$ cat src/sv/skls_pkg.sv
package skls_pkg;

    // Fixed field widths of the data and configuration paths, and the reset value of k.
    localparam int DATA_W     = 32;
    localparam int RANK_W     = 5;
    localparam int RANK_RESET = 16;

    // Per-cell control from the top level to one cell of the chain.
    typedef struct packed {
        logic load;     // an item is transferred this cycle
        logic insert;   // store not yet full: sorted insertion mode
        logic filled;   // this slot holds a kept value
        logic in_rank;  // this slot lies below the effective rank
    } cell_ctrl_t;

    // What a cell shows its neighbors: its value and its two decisions.
    typedef struct packed {
        logic signed [DATA_W-1:0] value;
        logic                     ins_flag;  // slot moves up (or takes the item) on insert
        logic                     rep_flag;  // slot moves down (or takes the item) on replace
    } cell_link_t;

endpackage

$ cat src/sv/skls_cell.sv
module skls_cell (
    input  logic                                  aclk,
    input  skls_pkg::cell_ctrl_t                  ctrl,
    input  logic signed [skls_pkg::DATA_W-1:0]    item_value,
    input  skls_pkg::cell_link_t                  lower_link,
    input  skls_pkg::cell_link_t                  upper_link,
    output skls_pkg::cell_link_t                  link_out,
    output logic signed [skls_pkg::DATA_W-1:0]    value_next
);

    logic signed [skls_pkg::DATA_W-1:0] value_reg;
    logic                               ins_flag;
    logic                               rep_flag;

    // An empty slot counts as larger than any item; only ranked slots may be replaced.
    assign ins_flag = !ctrl.filled || (value_reg > item_value);
    assign rep_flag = ctrl.in_rank && (value_reg < item_value);

    assign link_out.value    = value_reg;
    assign link_out.ins_flag = ins_flag;
    assign link_out.rep_flag = rep_flag;

    // Insertion shifts larger values up one slot; replacement shifts smaller ones down.
    always_comb begin
        value_next = value_reg;
        if (ctrl.insert) begin
            if (ins_flag) begin
                value_next = lower_link.ins_flag ? lower_link.value : item_value;
            end
        end else begin
            if (rep_flag) begin
                value_next = upper_link.rep_flag ? upper_link.value : item_value;
            end
        end
    end

    // The slot value is payload and needs no reset.
    always_ff @(posedge aclk) begin
        if (ctrl.load) begin
            value_reg <= value_next;
        end
    end

endmodule

$ cat src/sv/streaming_kth_largest_select.sv
// Streaming k-th largest selection.
// Values arrive on the s_ channel (s_value, s_last) with a valid/ready handshake.
// A row of K_MAX compare-and-shift cells keeps the k largest values of the
// current set in ascending order; every transfer updates all cells in the same cycle.
// On a transfer with s_last high, the smallest kept value appears on
// m_kth_largest through a register, with m_valid_res high when at least k values
// arrived in the set (otherwise m_kth_largest is zero); the set then restarts.
// Throughput is one item per cycle while s_ready is high.
// The result sits in an output register: s_ready stays high while that register
// is empty or being taken, so a stalled receiver holds off input only once a
// result is waiting. Items without s_last never need the output register but
// wait along with the others.
// cfg_wr_en/cfg_wr_data write k (0 acts as 1, above K_MAX acts as K_MAX) and
// empty the store; write only while idle.
// After reset k is 16 (or K_MAX if smaller), the store is empty and no result
// is pending.
module streaming_kth_largest_select #(
    parameter int K_MAX = 16
) (
    input  logic                                  aclk,
    input  logic                                  aresetn,
    input  logic                                  s_valid,
    output logic                                  s_ready,
    input  logic signed [skls_pkg::DATA_W-1:0]    s_value,
    input  logic                                  s_last,
    output logic                                  m_valid,
    input  logic                                  m_ready,
    output logic signed [skls_pkg::DATA_W-1:0]    m_kth_largest,
    output logic                                  m_valid_res,
    input  logic                                  cfg_wr_en,
    input  logic [skls_pkg::RANK_W-1:0]           cfg_wr_data
);

    localparam int CW      = $clog2(K_MAX + 1);
    localparam int RESET_K = (skls_pkg::RANK_RESET > K_MAX) ? K_MAX : skls_pkg::RANK_RESET;

    logic [CW-1:0]                       rank_reg;
    logic [CW-1:0]                       rank_next;
    logic [CW-1:0]                       count_reg;
    logic [CW-1:0]                       count_next;
    logic [CW-1:0]                       count_inc;
    logic                                m_valid_reg;
    logic                                m_valid_res_reg;
    logic signed [skls_pkg::DATA_W-1:0]  m_kth_largest_reg;
    logic                                transfer;
    logic                                insert_mode;
    logic [31:0]                         rank_wide;
    skls_pkg::cell_ctrl_t                ctrl      [K_MAX];
    skls_pkg::cell_link_t                links     [K_MAX];
    logic signed [skls_pkg::DATA_W-1:0]  cell_next [K_MAX];
    skls_pkg::cell_link_t                end_link;

    assign transfer    = s_valid && s_ready;
    assign s_ready     = !m_valid_reg || m_ready;
    assign insert_mode = count_reg < rank_reg;
    assign count_inc   = count_reg + CW'(1);

    assign m_valid       = m_valid_reg;
    assign m_valid_res   = m_valid_res_reg;
    assign m_kth_largest = m_kth_largest_reg;

    // Neighbor seen past either end of the row: never shifts in.
    assign end_link = '0;

    // Effective rank of a configuration write.
    always_comb begin
        rank_wide = 32'(cfg_wr_data);
        if (rank_wide == 32'd0) begin
            rank_wide = 32'd1;
        end else if (rank_wide > 32'(K_MAX)) begin
            rank_wide = 32'(K_MAX);
        end
        rank_next = rank_wide[CW-1:0];
    end

    // Kept-value count: grows while filling, clears at the end of a set.
    always_comb begin
        count_next = count_reg;
        if (transfer) begin
            if (s_last) begin
                count_next = '0;
            end else if (insert_mode) begin
                count_next = count_inc;
            end
        end
    end

    // Row of cells with per-slot control.
    for (genvar i = 0; i < K_MAX; i++) begin : g_cell
        skls_pkg::cell_link_t lower_link;
        skls_pkg::cell_link_t upper_link;

        assign ctrl[i].load    = transfer;
        assign ctrl[i].insert  = insert_mode;
        assign ctrl[i].filled  = CW'(i) < count_reg;
        assign ctrl[i].in_rank = CW'(i) < rank_reg;

        if (i == 0) begin : g_lo_end
            assign lower_link = end_link;
        end else begin : g_lo
            assign lower_link = links[i-1];
        end

        if (i == K_MAX - 1) begin : g_hi_end
            assign upper_link = end_link;
        end else begin : g_hi
            assign upper_link = links[i+1];
        end

        skls_cell u_cell (
            .aclk       (aclk),
            .ctrl       (ctrl[i]),
            .item_value (s_value),
            .lower_link (lower_link),
            .upper_link (upper_link),
            .link_out   (links[i]),
            .value_next (cell_next[i])
        );
    end

    // Rank and count registers; a rank write starts a new set.
    always_ff @(posedge aclk) begin
        if (!aresetn) begin
            rank_reg  <= CW'(RESET_K);
            count_reg <= '0;
        end else if (cfg_wr_en) begin
            rank_reg  <= rank_next;
            count_reg <= '0;
        end else begin
            count_reg <= count_next;
        end
    end

    // Output register: loaded with the new minimum on the last item of a set, or zero when under k values arrived.
    always_ff @(posedge aclk) begin
        if (!aresetn) begin
            m_valid_reg <= 1'b0;
        end else if (transfer && s_last) begin
            m_valid_reg <= 1'b1;
        end else if (m_ready) begin
            m_valid_reg <= 1'b0;
        end
    end

    always_ff @(posedge aclk) begin
        if (transfer && s_last) begin
            if (!insert_mode || (count_inc >= rank_reg)) begin
                m_valid_res_reg   <= 1'b1;
                m_kth_largest_reg <= cell_next[0];
            end else begin
                m_valid_res_reg   <= 1'b0;
                m_kth_largest_reg <= '0;
            end
        end
    end

endmodule
$ cat config.mk
export PLATFORM = sky130hd
export DESIGN_NAME = streaming_kth_largest_select
export DESIGN_NICKNAME = d
export VERILOG_FILES = /design/src/sv/skls_pkg.sv /design/src/sv/skls_cell.sv /design/src/sv/streaming_kth_largest_select.sv
export SDC_FILE = /design/constraint.sdc
export NUM_CORES = 2
export LEC_CHECK = 0
export BUFFER_PORTS_ARGS = -buffer_cell sky130_fd_sc_hd__buf_2
export CAP_MARGIN = 10
export CORE_MARGIN = 1
export CORE_UTILIZATION = 66
export CTS_BUF_LIST = sky130_fd_sc_hd__clkbuf_4 sky130_fd_sc_hd__clkbuf_8
export DETAILED_ROUTE_END_ITERATION = 12
export PLACE_DENSITY = 0.83
export SETUP_SLACK_MARGIN = 0.4
export SLEW_MARGIN = 20
export SYNTH_ARGS = -nofsm -noshare
export SYNTH_HDL_FRONTEND = slang
export SYNTH_SLANG_ARGS = --single-unit
$ cat constraint.sdc
create_clock -name aclk -period 6.95 [get_ports aclk]
set_input_delay 0.3475 -clock aclk [delete_from_list [all_inputs] [get_ports aclk]]
set_output_delay 0.3475 -clock aclk [all_outputs]
set_load 0.01 [all_outputs]
# Word level (Yosys, flattened, before mapping)
# Index checks and enable logic that the tools add are counted.
# Widths: inputs -> output; s select.
[classes] add_sub_neg=1 n_reduce_logical=89 n_lt_le_gt_ge=67 eq_ne=15 bitwise=1 mux=85
[ops] cell="$mux 32" count=78
[ops] cell="$gt 32x32->1" count=16
[ops] cell="$lt 32x32->1" count=16
[ops] cell="$lt 4x5->1 const A" count=16
[ops] cell="$reduce_and 3->1" count=15
[ops] cell="$lt 3x5->1 const A" count=8
[ops] cell="$reduce_bool 2->1" count=17
[ops] cell="$ne 2x1->1 const B" count=15
[ops] cell="$lt 1x5->1 const A" count=4
[ops] cell="$lt 2x5->1 const A" count=4
[ops] cell="$mux 5" count=4
[ops] cell="$logic_and 1x1->1" count=18
[ops] cell="$logic_not 1->1" count=18
[ops] cell="$logic_or 1x1->1" count=18
[ops] cell="$add 5x1->5 const B" count=1
[ops] cell="$ge 5x5->1" count=1
[ops] cell="$gt 5x5->1 const B" count=1
[ops] cell="$logic_not 5->1" count=1
[ops] cell="$lt 5x5->1" count=1
[ops] cell="$mux 1" count=3
[ops] cell="$reduce_and 2->1" count=1
[ops] cell="$reduce_or 2->1" count=1
[ops] cell="$not 1->1" count=1
[totals] output_inout_bits=35 register_bits=556

# Logic depth before layout (Yosys ltp)
[logic_depth] word_depth=6 mapped_depth=15

# By module
# From an unflattened synthesis, not the netlist that was laid out.
[hier_totals] cells_unflattened=6713 area_unflattened_um2=55987.4
[modules_own_cells] mod="skls_cell" cells_each=406 area_each_um2=3355.7 n_inst=16
[modules_own_cells] mod="streaming_kth_largest_select" cells_each=217 area_each_um2=2296.0 n_inst=1

# Least setup slack after synthesis
# No wires, ideal clock.
[synth_timing] kind="input to register" from="input s_value[25] in the netlist's numbering" to="register g_cell[14].u_cell.value_reg[0] in the netlist's numbering, enable pin" cell_stages=13 setup_slack_ns=0.592 t_arrival_ns=5.884 required_time_ns=6.476 path_buffers=3 setup_ns=0.474 cell_sequence="clkbuf_1 clkinv_1 ha_1 a21o_1 a21o_1 a21o_1 a211o_1 a2111oi_0 and3_1 buf_2 clkbuf_1 nor3_1 a221oi_1"
[synth_via] elab_chain_cells=4 word_cells_on_any_way=7 classes_between="order compare: 2; eq/ne: 1; reduce/logical: 4"
[synth_lines] item="start: declaration" line="streaming_kth_largest_select.sv:24" source="input logic signed [skls_pkg::DATA_W-1:0] s_value,"
[synth_lines] item="$gt 32x32->1 / $lt 32x32->1 (equally long branches)" line="skls_cell.sv:16, skls_cell.sv:17"
[synth_lines] item="$logic_or 1x1->1 / $logic_and 1x1->1 (equally long branches)" line="skls_cell.sv:16, skls_cell.sv:17"
[synth_lines] item="$ne 2x1->1 (no source line) / $reduce_bool 2->1 (equally long branches)"
[synth_lines] item="$reduce_and 3->1 (no source line) (*)"
[synth_lines] item="end signal: assignment" line="skls_cell.sv:40" source="value_reg <= value_next;"
[synth_lines] item="end: declaration" line="skls_cell.sv:11" source="logic signed [skls_pkg::DATA_W-1:0] value_reg;"
# Every way passes the cells marked *; elsewhere a longest branch is shown, timed or not.
# A chain may end at the register's enable or synchronous reset.

# Worst setup path after layout
[layout_timing] from="input s_value[20] in the netlist's numbering" to="register g_cell[9].u_cell.value_reg[1] in the netlist's numbering, enable pin"
[layout_via] elab_chain_cells=4 word_cells_on_any_way=7 classes_between="order compare: 2; eq/ne: 1; reduce/logical: 4"
[layout_lines] item="$gt 32x32->1 / $lt 32x32->1 (equally long branches)" line="skls_cell.sv:16, skls_cell.sv:17"
[layout_lines] item="$logic_or 1x1->1 / $logic_and 1x1->1 (equally long branches)" line="skls_cell.sv:16, skls_cell.sv:17"
[layout_lines] item="$ne 2x1->1 (no source line) / $reduce_bool 2->1 (equally long branches)"
[layout_lines] item="$reduce_and 3->1 (no source line) (*)"
[layout_lines] item="end signal: assignment" line="skls_cell.sv:40"
[layout_lines] item="end: declaration" line="skls_cell.sv:11"
# Marks and branches as above.

==> reports/metrics.csv <==
stage,metric,value,unit
status,outcome,completed,
grt,global-route wire length before repair,248.6,mm
synthesis,"area leader, netlist",edfxtp_1,
clock_network,root buf cell,clkbuf_8,
min_path,worst min path class,input pin to flop,
grt,total track usage,0.5265,
min_path,Worst Hold Path EP,rank_reg[0],
clock_network,H-tree Lvls,3,
worst_setup_path,R2R depth,10,
sta,setup_tns,0,ps
clock_network,CTS max path bufs,3,
sta,worst slew pin tran,1219,ps
synthesis,ys flop type,edfxtp_1,
finish,most frequent cells in the layout,"545 x edfxtp_1, 523 x ha_1, 338 x a21oi_1",
power,worst vdd ir,161.8,uV
power,pwr dens,238.2,mW/mm2
clock_network,# hold bufs at CTS,9,
finish,"Design Area, Final",0.04539,mm2
grt,vias in the first global route,38410,
placement,IO Port Bufs,77,
drt,drt pass-1 iters,7,
synthesis,Synth area leaders,"edfxtp_1 39%, ha_1 16%, a21oi_1 4.2%",
synthesis,sequential fraction of the synthesis area,0.3973,
job,Max Cap Viol,0,
sta,crit share post-route,0.7315,
worst_setup_path,Worst Path Buf+Inv,3,
finish,area grow syn2layout,8.724,%
die,core area,0.06205,mm2
worst_setup_path,CP Capture Type,flop,
synthesis,Yosys reg bits,556,
sta,slew margin rel.,0.1814,
sta,skew final,39.34,ps
sta,Final Hold Viols,0,
sta,setup violators final,0,
sta,fmax,0.1967,GHz
finish,"leading cell type in the layout, fill and taps excluded",edfxtp_1,
die,die footprint,0.06426,mm2
die,Row Count,91,
sta,Hold WS,38.89,ps
synthesis,top cell type's share of synthesized area,0.3920,
worst_setup_path,family with the most delay on the worst path,compound AO/OA/AOI/OAI gates,
synthesis,Ys Warns,0,
grt,largest net degree at the start of global routing,96,
finish,layout cells sized above 1,0.1262,
die,die height,253.5,um
clock_network,clock-pin slew of the registers on the worst-case setup and hold paths,60,ps
finish,max reg flops,512,
synthesis,cells after synthesis,4226,
sta,final slew viol count,0,
grt,initial antenna violation count,8,
drt,Post-DRT Antenna Nets,0,
worst_setup_path,r2r startpoint,rank_reg[4],
drt,DR WL/cell,33.00,um
sta,Final Critical Period,5084,ps
synthesis,Synth Area per Inst,9.879,um2
clock_network,Clock Latency Late Sink,730,ps
worst_setup_path,required time of the critical path,7280,ps
power,Lkg Pwr,0.01782,uW
drt,DRT iter0 DRCs,7399,
clock_network,clk sink count,556,
die,Die W,253.5,um
worst_setup_path,Worst Path Arrival,5420,ps
worst_setup_path,crit-path cells,buf_2 > clkinv_1 > ha_1 > nand4_1 > or3_1 > or2_1 > a41o_1 > a211o_1 > and2_1 > buf_4 > a21oi_4,
placement,GP Congestion,1.066,
grt,gr ovfl total,0,
synthesis,Post-synth ARST share,0,
worst_setup_path,Critical Path Start Type,input pin,
clock_network,CTS tree,built,
finish,Total Nets Final,4792,
min_path,HP Start,cfg_wr_data[0],
synthesis,Mapped Area,0.04175,mm2
worst_setup_path,reg-to-reg critical path endpoint,g_cell[9].u_cell.value_reg[1],
drt,drt drc,0,
die,starting density of the core,0.6728,
worst_setup_path,FF-to-FF setup slack,1950,ps
sta,RSZ-0062 raised after global routing,false,
clock_network,CTS buffer count,97,
drt,final wirelength,170.0,mm
synthesis,Synth cell types,76,
min_path,hold depth,3,
drt,Vias,40860,
drt,vias per cell,7.933,
clock_network,post-CTS setup buffer count,0,
worst_setup_path,worst-path maximum fanout,33,
synthesis,syn nets,4792,
worst_setup_path,CP Class,input pin to flop,
placement,placed inst area,0.04336,mm2
worst_setup_path,Crit path largest cell delay,870,ps
die,I/O Pins,78,
placement,HPWL after DPL,117.8,mm
worst_setup_path,CP max stage cell,a21oi_4,
clock_network,Resize count post-CTS,0,
synthesis,Post-synth EDFFs,545,
==> logic make-up (layout without fill, tap and decap cells) <==
family	after synthesis	in the layout	synth area share
XOR/XNOR	3	3	0.0006295
other	0	12	0
AND/OR/NAND/NOR	1045	1045	0.1281
AO/OA/AOI/OAI	1490	1490	0.2559
adder cells (fa/ha/maj)	523	523	0.1567
flip-flops	556	556	0.3973
buffers and inverters	574	650	0.05287
multiplexers	35	35	0.008392
==> Yosys cell counts (all sizes together) (32+ instances only) <==
library cell  instances
a21o                 80
a21oi               354
a221o                69
a221oi              101
a311oi              129
a31oi                42
and3                 72
buf                  32
clkbuf              294
edfxtp              545
ha                  523
inv                 217
mux2i                35
nand2               207
nand2b               45
nand3               124
nand4               128
nor2                115
nor3                226
o211ai               59
o21a                 48
o21ai               213
o21bai               67
o221a                69
o221ai               38
o22ai                37
o311ai               33
o31a                 34
or2                  43
==> layer usage <==
layer,track usage,share of wire,up-vias
li1,-,-,16900
met1,0.6482,0.33,18830
met2,0.7281,0.40,3997
met3,0.1996,0.17,1123
met4,0.4390,0.10,8
met5,0,0.00032,-
==> through the flow <==
stage	std cells	setup slack [ps]	power [uW]	utilization
finish	5151	1866	10810	0.7315
global route	5140	1761	11100	0.7310
CTS	5139	2110	10570	0.7309
detailed placement	4955	1439	7507	0.6987
global placement	4955	1513	7413	0.6987
floorplan	4226	591.7	6433	-
==> worst reg2reg max path, cell delays in order (launching register included) <==
cell and delay, ps:
dfxtp_1 610, inv_1 270, ha_1 340, o21ai_0 110, a21o_1 250, nand2_4 340
o21ai_1 410, a211o_1 800, and2_1 330, buf_4 250, a21oi_4 880
==> layout make-up <==
| cell class | instances | area [um2] |
|---|---|---|
| inverters | 248 | 930.9 |
| repair buffers | 227 | 1572 |
| diodes | 12 | 30.03 |
| clock inverters | 45 | 299.0 |
| well taps | 837 | 1047 |
| flip-flops and latches | 556 | 16590 |
| clock buffers | 130 | 1608 |
| fillers | 4524 | 16660 |
| multi-input cells | 3096 | 23320 |
==> worst max path at each step <==
stage                      from                             end  slack [ps]  cells past startpoint
floorplan           s_value[25]  g_cell[14].u_cell.value_reg[0]         590                     13
global placement    s_value[20]  g_cell[9].u_cell.value_reg[22]        1510                     11
detailed placement  s_value[20]  g_cell[9].u_cell.value_reg[15]        1440                     11
CTS                 rank_reg[4]   g_cell[9].u_cell.value_reg[1]        2110                     10
global route        rank_reg[4]  g_cell[9].u_cell.value_reg[15]        1760                     10
finish              s_value[20]   g_cell[9].u_cell.value_reg[1]        1870                     11
==> where the power goes <==
group / total, uW / switching (uW) / internal (uW)
combinational: 2890 / 1820 / 1070
clock: 3150 / 1510 / 1640
sequential: 4770 / 528 / 4240
total: 10800 / 3860 / 6950
Note: power is estimated with default switching activity, not from simulation.
